===== src/design/iktok_pkg.sv =====
// Shared types and constants for the INI key/value tokenizer.
// Used by the step decoder, the result queue, the top level and the checker.
package iktok_pkg;

    // Default widths of the line counter and the trailing space counter
    localparam int IKT_LINE_BITS  = 24;
    localparam int IKT_SPACE_BITS = 16;

    // Fixed widths of the result fields
    localparam int IKT_LINE_W = 24;
    localparam int IKT_RUN_W  = 16;

    // Result queue geometry
    localparam int QUEUE_DEPTH = 4;
    localparam int QUEUE_PTR_W = $clog2(QUEUE_DEPTH);
    localparam int QUEUE_CNT_W = $clog2(QUEUE_DEPTH + 1);

    // Characters the grammar cares about
    localparam logic [7:0] CH_LBRACK = 8'h5B;
    localparam logic [7:0] CH_RBRACK = 8'h5D;
    localparam logic [7:0] CH_EQ     = 8'h3D;
    localparam logic [7:0] CH_NL     = 8'h0A;
    localparam logic [7:0] CH_SP     = 8'h20;

    typedef enum logic [2:0] {
        KIND_HDR_CHAR  = 3'd0,
        KIND_HDR_DONE  = 3'd1,
        KIND_KEY_CHAR  = 3'd2,
        KIND_VAL_CHAR  = 3'd3,
        KIND_SPACES    = 3'd4,
        KIND_PROP_DONE = 3'd5,
        KIND_ERROR     = 3'd6
    } kind_t;

    typedef enum logic [1:0] {
        ERR_NONE     = 2'd0,
        ERR_HDR_JUNK = 2'd1,
        ERR_BAD_LINE = 2'd2
    } err_t;

    // Invalid header shares code zero with "no error"
    localparam err_t ERR_BAD_HDR = ERR_NONE;

    // Parser states, one-hot
    typedef enum logic [10:0] {
        ST_HDR_START     = 11'b000_0000_0001,
        ST_BAD_HDR_START = 11'b000_0000_0010,
        ST_IN_HDR        = 11'b000_0000_0100,
        ST_HDR_TAIL      = 11'b000_0000_1000,
        ST_HDR_JUNK      = 11'b000_0001_0000,
        ST_LINE_START    = 11'b000_0010_0000,
        ST_IN_KEY        = 11'b000_0100_0000,
        ST_WANT_EQ       = 11'b000_1000_0000,
        ST_BAD_LINE      = 11'b001_0000_0000,
        ST_WANT_VAL      = 11'b010_0000_0000,
        ST_IN_VAL        = 11'b100_0000_0000
    } state_t;

    // One result token
    typedef struct packed {
        kind_t                   kind;
        logic [7:0]              ch;
        logic [IKT_RUN_W-1:0]    run;
        logic [IKT_LINE_W-1:0]   line;
        err_t                    err;
        logic                    last;
    } tok_t;

    // Tokens caused by one input word: count and up to two tokens
    typedef struct packed {
        logic [1:0] n;
        tok_t       first;
        tok_t       second;
    } step_res_t;

    function automatic tok_t mk_tok(kind_t k, logic [7:0] c, logic [IKT_RUN_W-1:0] r,
                                    err_t e, logic [IKT_LINE_W-1:0] ln);
        tok_t t;
        t.kind = k;
        t.ch   = c;
        t.run  = r;
        t.line = ln;
        t.err  = e;
        t.last = 1'b0;
        return t;
    endfunction

endpackage


===== src/design/iktok_step.sv =====
// Next-state and token decode for one text byte of the tokenizer.
// Depends on iktok_pkg for states, token types and characters.
module iktok_step import iktok_pkg::*; #(
    parameter int LINE_BITS        = IKT_LINE_BITS,
    parameter int SPACE_COUNT_BITS = IKT_SPACE_BITS
) (
    input  state_t                      state,
    input  logic [LINE_BITS-1:0]        line_cnt,
    input  logic [SPACE_COUNT_BITS-1:0] pending,
    input  logic [7:0]                  text_byte,
    input  logic                        end_of_text,
    output state_t                      state_next,
    output logic [LINE_BITS-1:0]        line_next,
    output logic [SPACE_COUNT_BITS-1:0] pending_next,
    output step_res_t                   res
);

    localparam logic [LINE_BITS-1:0]        LINE_MAX  = {LINE_BITS{1'b1}};
    localparam logic [SPACE_COUNT_BITS-1:0] SPACE_MAX = {SPACE_COUNT_BITS{1'b1}};

    logic [7:0]                  ch;
    logic                        nl;
    logic                        sp;
    logic [SPACE_COUNT_BITS-1:0] spc_inc;
    logic [IKT_LINE_W-1:0]       line_tag;
    logic [1:0]                  n;
    tok_t                        tok_a;
    tok_t                        tok_b;

    // Decode the byte against the current state
    always_comb begin
        ch       = end_of_text ? CH_NL : text_byte;
        nl       = (ch == CH_NL);
        sp       = (ch == CH_SP);
        spc_inc  = pending + SPACE_COUNT_BITS'(1);
        line_tag = IKT_LINE_W'(line_cnt);

        state_next   = state;
        pending_next = pending;
        line_next    = line_cnt;
        n            = 2'd0;
        tok_a        = '0;
        tok_b        = '0;

        case (state)
            ST_BAD_HDR_START: begin
                if (nl) state_next = ST_HDR_START;
            end
            ST_IN_HDR: begin
                if (nl) begin
                    tok_a      = mk_tok(KIND_ERROR, 8'd0, '0, ERR_BAD_HDR, line_tag);
                    n          = 2'd1;
                    state_next = ST_LINE_START;
                end else if (ch == CH_RBRACK) begin
                    tok_a      = mk_tok(KIND_HDR_DONE, 8'd0, '0, ERR_NONE, line_tag);
                    n          = 2'd1;
                    state_next = ST_HDR_TAIL;
                end else begin
                    tok_a = mk_tok(KIND_HDR_CHAR, ch, '0, ERR_NONE, line_tag);
                    n     = 2'd1;
                end
            end
            ST_HDR_TAIL: begin
                if (nl) begin
                    state_next = ST_LINE_START;
                end else if (!sp) begin
                    tok_a      = mk_tok(KIND_ERROR, 8'd0, '0, ERR_HDR_JUNK, line_tag);
                    n          = 2'd1;
                    state_next = ST_HDR_JUNK;
                end
            end
            ST_HDR_JUNK, ST_BAD_LINE: begin
                if (nl) state_next = ST_LINE_START;
            end
            ST_LINE_START: begin
                if (ch == CH_LBRACK) begin
                    state_next = ST_IN_HDR;
                end else if (!sp && !nl) begin
                    tok_a      = mk_tok(KIND_KEY_CHAR, ch, '0, ERR_NONE, line_tag);
                    n          = 2'd1;
                    state_next = ST_IN_KEY;
                end
            end
            ST_IN_KEY: begin
                if (sp) begin
                    state_next = ST_WANT_EQ;
                end else if (ch == CH_EQ) begin
                    state_next = ST_WANT_VAL;
                end else if (nl) begin
                    tok_a      = mk_tok(KIND_ERROR, 8'd0, '0, ERR_BAD_LINE, line_tag);
                    n          = 2'd1;
                    state_next = ST_LINE_START;
                end else begin
                    tok_a = mk_tok(KIND_KEY_CHAR, ch, '0, ERR_NONE, line_tag);
                    n     = 2'd1;
                end
            end
            ST_WANT_EQ: begin
                if (ch == CH_EQ) begin
                    state_next = ST_WANT_VAL;
                end else if (nl) begin
                    tok_a      = mk_tok(KIND_ERROR, 8'd0, '0, ERR_BAD_LINE, line_tag);
                    n          = 2'd1;
                    state_next = ST_LINE_START;
                end else if (!sp) begin
                    tok_a      = mk_tok(KIND_ERROR, 8'd0, '0, ERR_BAD_LINE, line_tag);
                    n          = 2'd1;
                    state_next = ST_BAD_LINE;
                end
            end
            ST_WANT_VAL: begin
                if (nl) begin
                    tok_a      = mk_tok(KIND_PROP_DONE, 8'd0, '0, ERR_NONE, line_tag);
                    n          = 2'd1;
                    state_next = ST_LINE_START;
                end else if (!sp) begin
                    pending_next = '0;
                    tok_a        = mk_tok(KIND_VAL_CHAR, ch, '0, ERR_NONE, line_tag);
                    n            = 2'd1;
                    state_next   = ST_IN_VAL;
                end
            end
            ST_IN_VAL: begin
                if (nl) begin
                    // drop trailing spaces at end of line
                    pending_next = '0;
                    tok_a        = mk_tok(KIND_PROP_DONE, 8'd0, '0, ERR_NONE, line_tag);
                    n            = 2'd1;
                    state_next   = ST_LINE_START;
                end else if (sp) begin
                    // flush the run once the counter is full
                    if (spc_inc == SPACE_MAX) begin
                        tok_a = mk_tok(KIND_SPACES, 8'd0, IKT_RUN_W'(spc_inc), ERR_NONE,
                                       line_tag);
                        n            = 2'd1;
                        pending_next = '0;
                    end else begin
                        pending_next = spc_inc;
                    end
                end else if (pending != '0) begin
                    tok_a = mk_tok(KIND_SPACES, 8'd0, IKT_RUN_W'(pending), ERR_NONE, line_tag);
                    tok_b = mk_tok(KIND_VAL_CHAR, ch, '0, ERR_NONE, line_tag);
                    n            = 2'd2;
                    pending_next = '0;
                end else begin
                    tok_a = mk_tok(KIND_VAL_CHAR, ch, '0, ERR_NONE, line_tag);
                    n     = 2'd1;
                end
            end
            default: begin
                // header start
                if (ch == CH_LBRACK) begin
                    state_next = ST_IN_HDR;
                end else if (!sp && !nl) begin
                    tok_a      = mk_tok(KIND_ERROR, 8'd0, '0, ERR_BAD_HDR, line_tag);
                    n          = 2'd1;
                    state_next = ST_BAD_HDR_START;
                end else begin
                    state_next = ST_HDR_START;
                end
            end
        endcase

        // End of text returns to reset; a newline advances the saturating line count
        if (end_of_text) begin
            state_next   = ST_HDR_START;
            line_next    = LINE_BITS'(1);
            pending_next = '0;
        end else if (nl && (line_cnt != LINE_MAX)) begin
            line_next = line_cnt + LINE_BITS'(1);
        end

        // Mark the last token of this word
        if (n == 2'd2) begin
            tok_b.last = 1'b1;
        end else begin
            tok_a.last = 1'b1;
        end

        res.n      = n;
        res.first  = tok_a;
        res.second = tok_b;
    end

endmodule


===== src/design/iktok_queue.sv =====
// Result queue of the tokenizer: takes up to two tokens a cycle, gives one.
// Depends on iktok_pkg for the token types and the queue geometry.
module iktok_queue import iktok_pkg::*; (
    input  logic                   aclk,
    input  logic                   aresetn,
    input  step_res_t              push,
    input  logic                   pop,
    output tok_t                   head,
    output logic                   not_empty,
    output logic [QUEUE_CNT_W-1:0] room
);

    tok_t                   q_reg [QUEUE_DEPTH];
    logic [QUEUE_PTR_W-1:0] wr_ptr_reg;
    logic [QUEUE_PTR_W-1:0] wr_ptr_next;
    logic [QUEUE_PTR_W-1:0] rd_ptr_reg;
    logic [QUEUE_PTR_W-1:0] rd_ptr_next;
    logic [QUEUE_CNT_W-1:0] count_reg;
    logic [QUEUE_CNT_W-1:0] count_next;
    logic                   do_pop;

    assign do_pop    = pop && (count_reg != '0);
    assign head      = q_reg[rd_ptr_reg];
    assign not_empty = (count_reg != '0);
    assign room      = QUEUE_CNT_W'(QUEUE_DEPTH) - count_reg;

    // Advance pointers and count
    always_comb begin
        wr_ptr_next = wr_ptr_reg + QUEUE_PTR_W'(push.n);
        rd_ptr_next = rd_ptr_reg + QUEUE_PTR_W'(do_pop);
        count_next  = count_reg + QUEUE_CNT_W'(push.n) - QUEUE_CNT_W'(do_pop);
    end

    always_ff @(posedge aclk) begin
        if (!aresetn) begin
            wr_ptr_reg <= '0;
            rd_ptr_reg <= '0;
            count_reg  <= '0;
        end else begin
            wr_ptr_reg <= wr_ptr_next;
            rd_ptr_reg <= rd_ptr_next;
            count_reg  <= count_next;
        end
    end

    // Store incoming tokens in order
    always_ff @(posedge aclk) begin
        if (push.n != 2'd0) begin
            q_reg[wr_ptr_reg] <= push.first;
        end
        if (push.n == 2'd2) begin
            q_reg[wr_ptr_reg + QUEUE_PTR_W'(1)] <= push.second;
        end
    end

endmodule


===== src/design/ini_key_value_tokenizer.sv =====
// Top level of the INI key/value tokenizer: input register, step decode, result queue.
// Depends on iktok_pkg, iktok_step and iktok_queue.
//
// Takes one text byte per word on the slave stream (tlast marks end of text, which acts
// as a final newline and then resets the parser and the line count to 1) and gives one
// token per word on the master stream, with the token kind on m_axis_tuser. A byte word
// is taken every cycle while the queue has room; most bytes give zero or one token, a value
// byte after held-back spaces gives two (space run, then the character), and the master
// side delivers one token per cycle, so sustained rate is one byte per cycle as long as
// tokens are drained at one per cycle. A registered byte waits in the input register
// until the four-entry result queue has room for all its tokens.
// m_axis_tlast marks the last token caused by one byte. Key or header characters sent
// before an error token on the same line are to be thrown away by the consumer.
module ini_key_value_tokenizer import iktok_pkg::*; #(
    parameter int LINE_BITS        = IKT_LINE_BITS,
    parameter int SPACE_COUNT_BITS = IKT_SPACE_BITS
) (
    input  logic        aclk,
    input  logic        aresetn,
    input  logic        s_axis_tvalid,
    output logic        s_axis_tready,
    input  logic [7:0]  s_axis_tdata,   // [7:0] text_byte
    input  logic        s_axis_tlast,   // end_of_text
    output logic        m_axis_tvalid,
    input  logic        m_axis_tready,
    // [7:0] char_value, [23:8] space_run, [47:24] line, [49:48] error_code, [55:50] zero
    output logic [55:0] m_axis_tdata,
    output logic [2:0]  m_axis_tuser,   // [2:0] token_kind
    output logic        m_axis_tlast    // last_of_item
);

    logic                        in_valid_reg;
    logic                        in_valid_next;
    logic [7:0]                  in_byte_reg;
    logic                        in_eot_reg;
    state_t                      state_reg;
    state_t                      state_next;
    logic [LINE_BITS-1:0]        line_reg;
    logic [LINE_BITS-1:0]        line_next;
    logic [SPACE_COUNT_BITS-1:0] pending_reg;
    logic [SPACE_COUNT_BITS-1:0] pending_next;
    step_res_t                   res;
    step_res_t                   push;
    logic                        consume;
    logic                        s_accept;
    tok_t                        head;
    logic                        q_not_empty;
    logic [QUEUE_CNT_W-1:0]      q_room;

    // Decode the registered byte
    iktok_step #(
        .LINE_BITS        (LINE_BITS),
        .SPACE_COUNT_BITS (SPACE_COUNT_BITS)
    ) u_step (
        .state        (state_reg),
        .line_cnt     (line_reg),
        .pending      (pending_reg),
        .text_byte    (in_byte_reg),
        .end_of_text  (in_eot_reg),
        .state_next   (state_next),
        .line_next    (line_next),
        .pending_next (pending_next),
        .res          (res)
    );

    // Retire the byte only when the queue can take all its tokens
    assign consume       = in_valid_reg && (QUEUE_CNT_W'(res.n) <= q_room);
    assign s_axis_tready = !in_valid_reg || consume;
    assign s_accept      = s_axis_tvalid && s_axis_tready;
    assign in_valid_next = s_accept ? 1'b1 : (consume ? 1'b0 : in_valid_reg);

    always_comb begin
        push   = res;
        push.n = consume ? res.n : 2'd0;
    end

    always_ff @(posedge aclk) begin
        if (!aresetn) begin
            in_valid_reg <= 1'b0;
            state_reg    <= ST_HDR_START;
            line_reg     <= LINE_BITS'(1);
            pending_reg  <= '0;
        end else begin
            in_valid_reg <= in_valid_next;
            if (consume) begin
                state_reg   <= state_next;
                line_reg    <= line_next;
                pending_reg <= pending_next;
            end
        end
    end

    // Hold the input word
    always_ff @(posedge aclk) begin
        if (s_accept) begin
            in_byte_reg <= s_axis_tdata;
            in_eot_reg  <= s_axis_tlast;
        end
    end

    iktok_queue u_queue (
        .aclk      (aclk),
        .aresetn   (aresetn),
        .push      (push),
        .pop       (m_axis_tready),
        .head      (head),
        .not_empty (q_not_empty),
        .room      (q_room)
    );

    assign m_axis_tvalid = q_not_empty;
    assign m_axis_tdata  = {6'b000000, head.err, head.line, head.run, head.ch};
    assign m_axis_tuser  = head.kind;
    assign m_axis_tlast  = head.last;

endmodule


===== config.mk =====
export PLATFORM = sky130hd
export DESIGN_NAME = ini_key_value_tokenizer
export DESIGN_NICKNAME = d
export VERILOG_FILES = /design/src/design/iktok_pkg.sv /design/src/design/iktok_step.sv /design/src/design/iktok_queue.sv /design/src/design/ini_key_value_tokenizer.sv
export SDC_FILE = /design/constraint.sdc
export NUM_CORES = 1
export LEC_CHECK = 0
export BUFFER_PORTS_ARGS = -buffer_cell sky130_fd_sc_hd__buf_2
export CAP_MARGIN = 20
export CELL_PAD_IN_SITES_DETAIL_PLACEMENT = 0
export CELL_PAD_IN_SITES_GLOBAL_PLACEMENT = 2
export CORE_MARGIN = 3
export CORE_UTILIZATION = 41
export CTS_BUF_LIST = sky130_fd_sc_hd__clkbuf_16
export DETAILED_ROUTE_END_ITERATION = 8
export PLACE_DENSITY = 0.76
export SETUP_SLACK_MARGIN = 0.5
export SLEW_MARGIN = 10
export SYNTH_ARGS = -nofsm -noshare
export SYNTH_HDL_FRONTEND = slang
export SYNTH_SLANG_ARGS = --single-unit

===== constraint.sdc =====
create_clock -name aclk -period 6.04 [get_ports aclk]
set_input_delay 0.906 -clock aclk [delete_from_list [all_inputs] [get_ports aclk]]
set_output_delay 0.906 -clock aclk [all_outputs]
set_load 0.02 [all_outputs]

# After elaboration in Yosys (flattened, before gate mapping)
# Memories as Yosys holds them, arrays and structs flattened. A register that Yosys moved wholly into a read port is not among the register bits.
# Index checks and enable logic that the tools add are counted.
# classes
eq_ne	28
reduce_logical	20
magnitude_cmp	1
add_sub_neg	8
mux	78
# op_table
operator	count
two-way mux 54 bit	20
case mux 54 bit (8 select lines)	1
two-way mux 11 bit	17
two-way mux 53 bit	3
two-way mux 16 bit	7
case mux 11 bit (8 select lines)	1
two-way mux 52 bit	1
two-way mux 24 bit	2
case mux 16 bit (2 select lines)	1
adder 24 x 1 -> 24 bit, second input constant	1
!= test 24 bit, second input constant	1
two-way mux 2 bit	11
adder 16 x 1 -> 16 bit, second input constant	1
equality test 16 bit, second input constant	1
equality test 8 x 6 -> 1 bit, second input constant	2
equality test 8 x 7 -> 1 bit, second input constant	2
nonzero test 16 bit	1
case mux 2 bit (7 select lines)	1
two-way mux 1 bit	12
equality test 11 x 10 -> 1 bit, second input constant	1
equality test 11 bit, second input constant	1
equality test 11 x 2 -> 1 bit, second input constant	1
equality test 11 x 3 -> 1 bit, second input constant	1
equality test 11 x 4 -> 1 bit, second input constant	1
other kinds (30)	44
# word_totals
ram_bits	216
reg_bits	68
elab_cells	145
out_inout_bits	62
n_memories	1
inputBits	13
# memory_table
name	words	width	rd	rd_ports_with_merged_regs	write_ports	line	text
u_queue.q_reg	4	54	1	1	2	iktok_queue.sv:13	tok_t q_reg [QUEUE_DEPTH];

# Longest topological paths before layout
# Gate-level depths: netlist of the first run.
# logic_depth
depth_word	13
mapped_depth	22
ltp_nobuf	19

# Cells and area by module
# Synthesis of the first run repeated with hierarchy kept, for this count alone.
# hier_totals
hier_cells	1337
area_unflattened_um2	16440.8
# by_module_without_submodules
mod	cells_each	seq_area_each_um2	area_each_um2	n_inst
iktok_queue	571	6626.4	10844.2	1
iktok_step	514	0.0	3078.0	1
ini_key_value_tokenizer	252	1311.3	2518.7	1

# Worst setup path before layout of the first run
# OpenSTA, ideal clock, no wires.
# synth_timing
kind	register -> register
startpoint	register pending_reg[0]
endpoint	memory u_queue.q_reg[0][0] (netlist name), enable pin
arrival_time_ps	4569
n_path_buf	6
setup_slack_ps	1079
period_less_slack_ps	4961
stages_incl_launch_ff	22
required_ps	5647
setup_ps	393
cell_sequence	dfxtp_1 > clkbuf_1 > inv_1 > ha_1 > nor4b_1 > and4_1 > buf_1 > nor2_1 > nand2_1 > inv_2 > buf_2 > ha_1 > nor2b_1 > o211ai_1 > and2_1 > clkbuf_1 > nand2b_1 > nor2_1 > o21ai_2 > buf_6 > buf_6 > nand2_1
# synth_rtl
item	line	text
start, declared	ini_key_value_tokenizer.sv:40	logic [SPACE_COUNT_BITS-1:0] pending_reg;
start signal, assigned	ini_key_value_tokenizer.sv:88	pending_reg <= pending_next;
end, declared	iktok_queue.sv:13	

# Final worst setup path of the first run
# layout_timing
startpoint	register pending_reg[0]
endpoint	register u_queue.count_reg[2]
# layout_between
elab_chain_cells	11
word_cells_on_any_way	13
cone_classes	add/sub (3); order compare (1); eq/ne (1); mux (6); reduce/logical (2)
# layout_rtl
item	line	text
adder 16 x 1 -> 16 bit	iktok_step.sv:35	spc_inc = pending + SPACE_COUNT_BITS'(1);
equality test 16 bit	iktok_step.sv:132	if (spc_inc == SPACE_MAX) begin
two-way mux 1 bit	iktok_step.sv:132	
two-way mux 2 bit *	iktok_step.sv:130	end else if (sp) begin
two-way mux 2 bit *	iktok_step.sv:124	if (nl) begin
case mux 2 bit (7 select lines) *	iktok_step.sv:45	case (state)
<= comparator 2 x 3 -> 1 bit	ini_key_value_tokenizer.sv:67	assign consume = in_valid_reg && (QUEUE_CNT_W'(res.n) <= q_room);
logical AND 1 bit	ini_key_value_tokenizer.sv:67	
two-way mux 2 bit *	ini_key_value_tokenizer.sv:74	push.n = consume ? res.n : 2'd0;
adder 3 x 2 -> 3 bit *	iktok_queue.sv:31	count_next = count_reg + QUEUE_CNT_W'(push.n) - QUEUE_CNT_W'(do_pop);
subtractor 3 x 1 -> 3 bit *	iktok_queue.sv:31	
end signal, assigned	iktok_queue.sv:42	count_reg <= count_next;
end, declared	iktok_queue.sv:18	logic [QUEUE_CNT_W-1:0] count_reg;
# Every way passes the cells marked *; elsewhere a longest branch is shown, timed or not.
# A chain may end at the register's enable or synchronous reset.

==> metrics, run 1 <==
outcome finished, final reports clean; total gr overflow 0; endpoints failing setup 0; cell area after synthesis around 0.014 sq mm; Fin. Hold Viols 0; Slew @ Worst Pin approximately 950 ps; number of vias per cell approximately 5.7; Clk Latency, worst-skew pair 570 ps; first-pass GRT wire length 61,500 um; Post-Synth XOR/XNOR Area 0.0183; final max-slew violation count 0; CTS max path bufs 3; Critical Path AT 5610 ps; share of cells above drive strength 1 0.179; Die Ht ~190 um; Yosys reg bits 284; Fmax approximately 190 MHz; Layout Nets 1,373; largest net degree at the start of global routing 62; Yosys cell types 84; RSZ-0062 raised after global routing false; critical path class reg2reg; Worst path slowest cell or4_1; post-synthesis mux area share 0.128; Simple-Gate Fraction of Synth Area 0.173; drt pass-1 iters 5; H-tree depth 1; Die ar. 0.0374 sq mm; Top FF cell, synth edfxtp_1; critical path launch point type register; Pwr Density 306 mW/mm^2; Critical Path End Type register; WP data required about 6500 ps; IO buf count 68; FP Rows 67; CTS sink count 284; Total Routing Usage GR 0.203; largest family of logic cells by synthesized area simple AND/OR/NAND/NOR gates; DP HPWL between 20,000 and 30,000 um; asr flop ratio synth 0; number of synthesized flops with an enable pin 149; CTS root buf clkbuf_16; drt wl/cell approximately 21 um; number of nets still failing antenna checks after routing 0; Die Wd a little under 200 um; Diodes inserted 0; adder-cell share of the synthesized area 0.0127; starting density of the core 0.423; Placed Cells incl. Taps 1,756; IO Pins 75; Initial DRC Count 700; DR vias between 10k and 15k; Largest register FFs 216; Synth area leaders edfxtp_1, dfxtp_1, mux4_2; VDD IR max 0.000247 V; vias in the first global route about 10k; total core area about 0.034 sq mm; most frequent cells in the layout edfxtp_1, dfxtp_1, nand2_1, nor2_1, buf_2; CTS tree done; leak pwr around 5.7 nW; Layout Cells excl Fill roughly 1.8k; Slew HR 0.360; Mapped Cells ~1.3k; worst stage delay on the critical path between 600 and 700 ps; Synth top area share 0.311; Critical Path, Cell by Cell ha_2 > nand3_1 > or4_1 > xnor2_1 > a41oi_2 > a21oi_4 > inv_2 > ha_1 > nand2_1 > o211ai_1 > and2_1 > nand2_1 > ha_1 > inv_1 > fa_1 > xor2_1 > xnor2_1 > nor2_1; Num CTS Buffers 31; Synth Area in Compound Gates 0.125; period utilization 0.855; Avg Inst Size Synth 10.9 sq um; final wirelength 39,000 um; Hold WC Path Type reg2reg; sequential-to-total area share from yosys stat 0.499; dominant cell type by area after synthesis edfxtp_1; Final Critical Period between 5000 and 6000 ps; Max Cap Viol 0; commonest non-fill, non-tap cell in the layout edfxtp_1; Setup TNS Final 0 ps; Synth Warn # 0; GPL Wtd Cong roughly 0.84; crit-path max FO 13; Clk pin slew, worst setup/hold paths 60 ps; Worst Clk Skew around 8.3 ps; Fillers about 3.2k; initial antenna violation count 0; Area Growth Syn to Fin 12.3%; DRC Markers 0
[kinds of logic after synthesis]
family,Yosys count
adders and majority gates,14
muxes,116
buffers and inverters,144
DFF,284
other,1
AOI/OAI and AO/OA,259
and+or+nand+nor,472
xor gates and xnor gates,30
[per-stage QoR]
stage	util	area [sq um]	setup WS, ps	hold slack (ps)	power [mW]
2_1_floorplan	-	14400	1080	427	2.81
6_report	0.475	16200	873	458	4.95
3_5_place_dp	0.443	15100	672	441	3.09
4_1_cts	0.474	16100	623	460	5.00
3_3_place_gp	0.443	15100	819	440	3.08
5_1_grt	0.475	16200	514	469	5.16
[cells in the mapped netlist (all sizes together) (7+ instances only)]
library cell and n:
dfxtp 135, clkbuf 76, edfxtp 149, mux2i 59, nand2 130, o21ai 50, and4 7, nor2 72
ha 13, o211ai 15, buf 39, nor4 27, xnor2 27, nand2b 10, nor3 21, o2bb2ai 21
or2 7, a21oi 50, and3 10, mux4 54, or3 13, nand4 20, a211oi 8, o2111ai 7
o22ai 13, or4 17, a21boi 45, inv 27, and2 59, a31oi 10, nand3 49
[critical path, delay by kind of cell, from the launching register on]
family / cells / cell delay (ps)
buffers and inverters: 2 / 150
XOR/XNOR: 3 / 670
AND/OR/NAND/NOR: 6 / 1500
flip-flops: 1 / 570
AO/OA/AOI/OAI: 3 / 720
adder cells (fa/ha/maj): 4 / 1400
[final cells by class]
class,instances,area [sq um],share of cell area
inverters,29,109,0.00674
clock buffers,31,776,0.0480
clock inverters,27,254,0.0157
repair buffers,103,653,0.0404
well taps,448,561,0.0347
multi-input cells,897,6620,0.410
flip-flops and latches,284,7180,0.445
[path summary, 6_finish.rpt]
kind	from	to	slack (ps)	depth (start not counted)
worst max-delay path	pending_reg[0]	u_queue.count_reg[2]	870	18
worst min-delay path	u_queue.q_reg[2][33]	u_queue.q_reg[2][33]	460	2
worst max register to register	pending_reg[0]	u_queue.count_reg[2]	870	18
worst min register to register	u_queue.q_reg[2][33]	u_queue.q_reg[2][33]	460	2
[where the power goes]
| part | switching, mW | internal, mW | leakage, nW |
|---|---|---|---|
| Clock | 0.801 | 1.11 | 0.519 |
| Combinational | 0.507 | 0.349 | 2.61 |
| Sequential | 0.0952 | 2.09 | 2.60 |
[per-layer routing]
| metal | vias up | wire length (um) | global-route usage | share of wire |
|---|---|---|---|---|
| met5 | - | 0 | 0 | 0 |
| met4 | 0 | 808 | 0.0458 | 0.021 |
| met3 | 51 | 1320 | 0.0224 | 0.034 |
| met2 | 205 | 18600 | 0.341 | 0.48 |
| met1 | 5128 | 18300 | 0.287 | 0.47 |
| li1 | 5001 | - | - | - |
[repair_timing]
action / CTS / global route
gates resized for setup: 0 / 1
setup buffers: 0 / 5
hold buffers: 0 / 0
endpoints found under the setup margin: 0 / 227
(Power assumes the default switching activity.)
==> run 2: changes to the inputs <==
--- a/config.mk
+++ b/config.mk
@@ -5,15 +5,16 @@
 export SDC_FILE = /design/constraint.sdc
 export NUM_CORES = 1
 export LEC_CHECK = 0
+export ABC_AREA = 1
 export BUFFER_PORTS_ARGS = -buffer_cell sky130_fd_sc_hd__buf_2
-export CAP_MARGIN = 20
+export CAP_MARGIN = 30
 export CELL_PAD_IN_SITES_DETAIL_PLACEMENT = 0
 export CELL_PAD_IN_SITES_GLOBAL_PLACEMENT = 2
 export CORE_MARGIN = 3
-export CORE_UTILIZATION = 41
+export CORE_UTILIZATION = 38
 export CTS_BUF_LIST = sky130_fd_sc_hd__clkbuf_16
 export DETAILED_ROUTE_END_ITERATION = 8
-export PLACE_DENSITY = 0.76
+export PLACE_DENSITY = 0.77
 export SETUP_SLACK_MARGIN = 0.5
 export SLEW_MARGIN = 10
 export SYNTH_ARGS = -nofsm -noshare
==> run 2 against run 1 <==
Against the previous run: fmax increased by 9.8%; area after synthesis increased by 2.7%; sequential power increased by 15%; non-clock buffer count decreased by 6; global-route usage increased by 2.4 points; sequential share of layout area decreased by 1.1 points; highest routed layer unchanged; power increased by 37%; synthesized cell count increased by 35%; sequential cell count unchanged; combinational power increased to 2.6 times the previous value; largest power group unchanged; critical path type unchanged; first-iteration DRC count increased by 51%; worst hold slack improved by 16 ps; critical endpoint is now u_queue.q_reg[2][18].
==> metrics, run 2 <==
outcome finished, final reports clean; Layout Cells excl Fill 2,339 (+29%); r2r startpoint in_eot_reg; Commonest cells post-synth nand2_1, nor2_1, o21ai_0; leak pwr 5.93 nW (+3.5%); initial antenna violation count 1 (+1); Worst Clk Skew 20.6 ps (+12.3 ps); total gr overflow 0 (unchanged); number of nets still failing antenna checks after routing 0 (unchanged); period utilization 0.779 (-0.0762); grt met2 use 0.351 (+0.0105); Max Cap Viol 0 (unchanged); Initial DRC Count 1,054 (+51%); CTS resizes 0 (unchanged); IO buf count 68 (unchanged); GRT busiest layer met2; Fmax 212 MHz (+9.8%); worst stage delay on the critical path 530 ps (-90 ps); Yosys reg bits 284 (unchanged); Slew @ Worst Pin 946 ps (-6.73 ps); hold path start u_queue.q_reg[3][53]; CTS tree done; final wirelength 47,300 um (+21%); Synth Warn # 0 (unchanged); Clk pin slew, worst setup/hold paths 60 ps (about the same); Synth area leaders edfxtp_1, dfxtp_1, nand2_1; drt wl/cell 20.2 um (-5.8%); number of vias per cell 5.56 (-2.6%); Yosys cell types 46 (-45%); Setup TNS Final 0 ps (unchanged); Critical Path, Cell by Cell buf_4 > inv_2 > nand2_1 > nand2_1 > nor2_1 > nand3_2 > inv_2 > nor2_1 > nand2_1 > inv_1 > ha_1 > inv_1 > o21bai_1 > nand3_1 > nand2_1 > nor2_2 > nand2_1 > nand2_1 > buf_4; Area Growth Syn to Fin 12.0%; Mapped Cells 1,784 (+35%); Critical Path AT 4880 ps (-730 ps); first-pass GRT wire length 74,000 um (+20%); largest net degree at the start of global routing 73 (+18%); Die Wd 203 um (+5.1%); Num CTS Buffers 34 (+9.7%); Placed Cells incl. Taps 2,278 (+30%); CTS max path bufs 3 (unchanged); WP data required 6210 ps (-270 ps); share of cells above drive strength 1 0.129 (-0.0496); Slew HR 0.369 (+0.00937); Fillers 3,920 (+22%); GPL Wtd Cong 0.875 (+3.7%); GRT met3 Usage 0.0281 (+0.00565); DR vias 13.0k (+25%); Pwr Density 410 mW/mm^2 (+34%); RSZ-0062 raised after global routing false; H-tree depth 2 (+1); Diodes inserted 0 (unchanged); DRC Markers 0 (unchanged); Die Ht 203 um (+5.1%); Die ar. 0.0413 sq mm (+10%); total core area 0.0380 sq mm (+12%); critical path class reg2reg; met1 track demand over resource 0.341 (+0.0539); drt pass-1 iters 5 (unchanged); asr flop ratio synth 0 (unchanged); sequential-to-total area share from yosys stat 0.486 (-0.0132); Critical Path Most Common Cell nand2_1; Critical path origin in_eot_reg; crit-path max FO 35 (+22); starting density of the core 0.389 (-0.0340); total setup buffers inserted after CTS 0 (unchanged); Clk Latency, worst-skew pair 550 ps (-20 ps); CTS sink count 284 (unchanged); Hold WC Path Type reg2reg; most frequent cells in the layout nand2_1, nor2_1, o21ai_0, o22ai_1, edfxtp_1; critical path launch point type register; cell area after synthesis 0.0148 sq mm (+2.7%); DP HPWL 29,300 um (+13%); number of synthesized flops with an enable pin 149 (unchanged); cell with the most instances after synthesis nand2_1; final max-slew violation count 0 (unchanged); Synth top area share 0.303 (-0.00822); IO Pins 75 (unchanged); CTS root buf clkbuf_16; total chip power 6.79 mW (+37%); Crit path max-delay family simple AND/OR/NAND/NOR gates; CP Buf/Inv Count 6 (+4); Top FF cell, synth edfxtp_1; FP Rows 71 (+6.0%); Critical Path End Type register; Avg Inst Size Synth 8.28 sq um (-24%); Fin. Hold Viols 0 (unchanged); commonest non-fill, non-tap cell in the layout nand2_1; Total Routing Usage GR 0.228 (+0.0242); VDD IR max 0.000335 V (+36%); Largest register FFs 216 (unchanged); Worst path slowest cell buf_4; dominant cell type by area after synthesis edfxtp_1; endpoints failing setup 0 (unchanged); Layout Nets 1,830 (+33%); vias in the first global route 12.5k (+19%); Final Critical Period 4710 ps (-460 ps); CTS hold repair buffers 0 (unchanged)
==> run 2: cell types whose count changed in the layout (fill, tap and decap cells not counted), moves of 42 or more <==
cell      delta
mux2i_1     -59
mux4_2      -54
nand3_1     +88
nor2_1     +159
a21boi_0    -42
o22ai_1    +142
inv_1      +100
and2_1      -59
o21ai_0    +138
nand2_1    +144
==> run 2: area by class of cell <==
cell class	instances	area [sq um]	area share
well taps	511	639	0.0387
inverters	135	507	0.0306
multi-input cells	1251	6500	0.393
flip-flops and latches	284	7180	0.434
clock buffers	35	876	0.0529
clock inverters	26	231	0.0140
repair buffers	97	608	0.0368
==> run 2: through the flow <==
stage          utilization  area [sq um]  worst slack (ps)  hold slack (ps)
6_report             0.435         16500              1330              474
5_1_grt              0.435         16500               849              487
4_1_cts              0.435         16500              1360              472
3_5_place_dp         0.406         15400              1390              463
3_3_place_gp         0.405         15400              1470              457
2_1_floorplan            -         14800              2000              440
==> run 2: worst min-delay path, stage by stage, from the launching register on <==
cell	delay, ps
dfxtp_1	300
nand3_1	80
nand2_1	50
==> run 2: logic make-up after synthesis <==
family | after synthesis | synth area share
other | 1 | 0.000254
adders and majority gates | 14 | 0.0124
DFF | 284 | 0.486
and+or+nand+nor | 742 | 0.223
xor gates and xnor gates | 7 | 0.00415
buffers and inverters | 254 | 0.0766
AOI/OAI and AO/OA | 482 | 0.197
==> run 2: where the power goes <==
| part | switching [mW] | total (mW) | internal [mW] | leakage, nW |
|---|---|---|---|---|
| clock network | 0.833 | 2.06 | 1.23 | 0.577 |
| logic | 1.57 | 2.22 | 0.647 | 3.01 |
| registers | 0.188 | 2.50 | 2.32 | 2.35 |
==> run 2: metal layers <==
metal	part of all wire	vias up
li1	-	6322
met1	0.49	6254
met2	0.44	368
met3	0.057	65
met4	0.017	0
met5	0	-
==> run 2: worst paths after layout <==
path	slack, ps	cells after the start	end
worst max-delay path	1330	19	u_queue.q_reg[2][18]
worst min-delay path	470	2	u_queue.q_reg[3][53]
worst max register to register	1330	19	u_queue.q_reg[2][18]
worst min register to register	470	2	u_queue.q_reg[3][53]
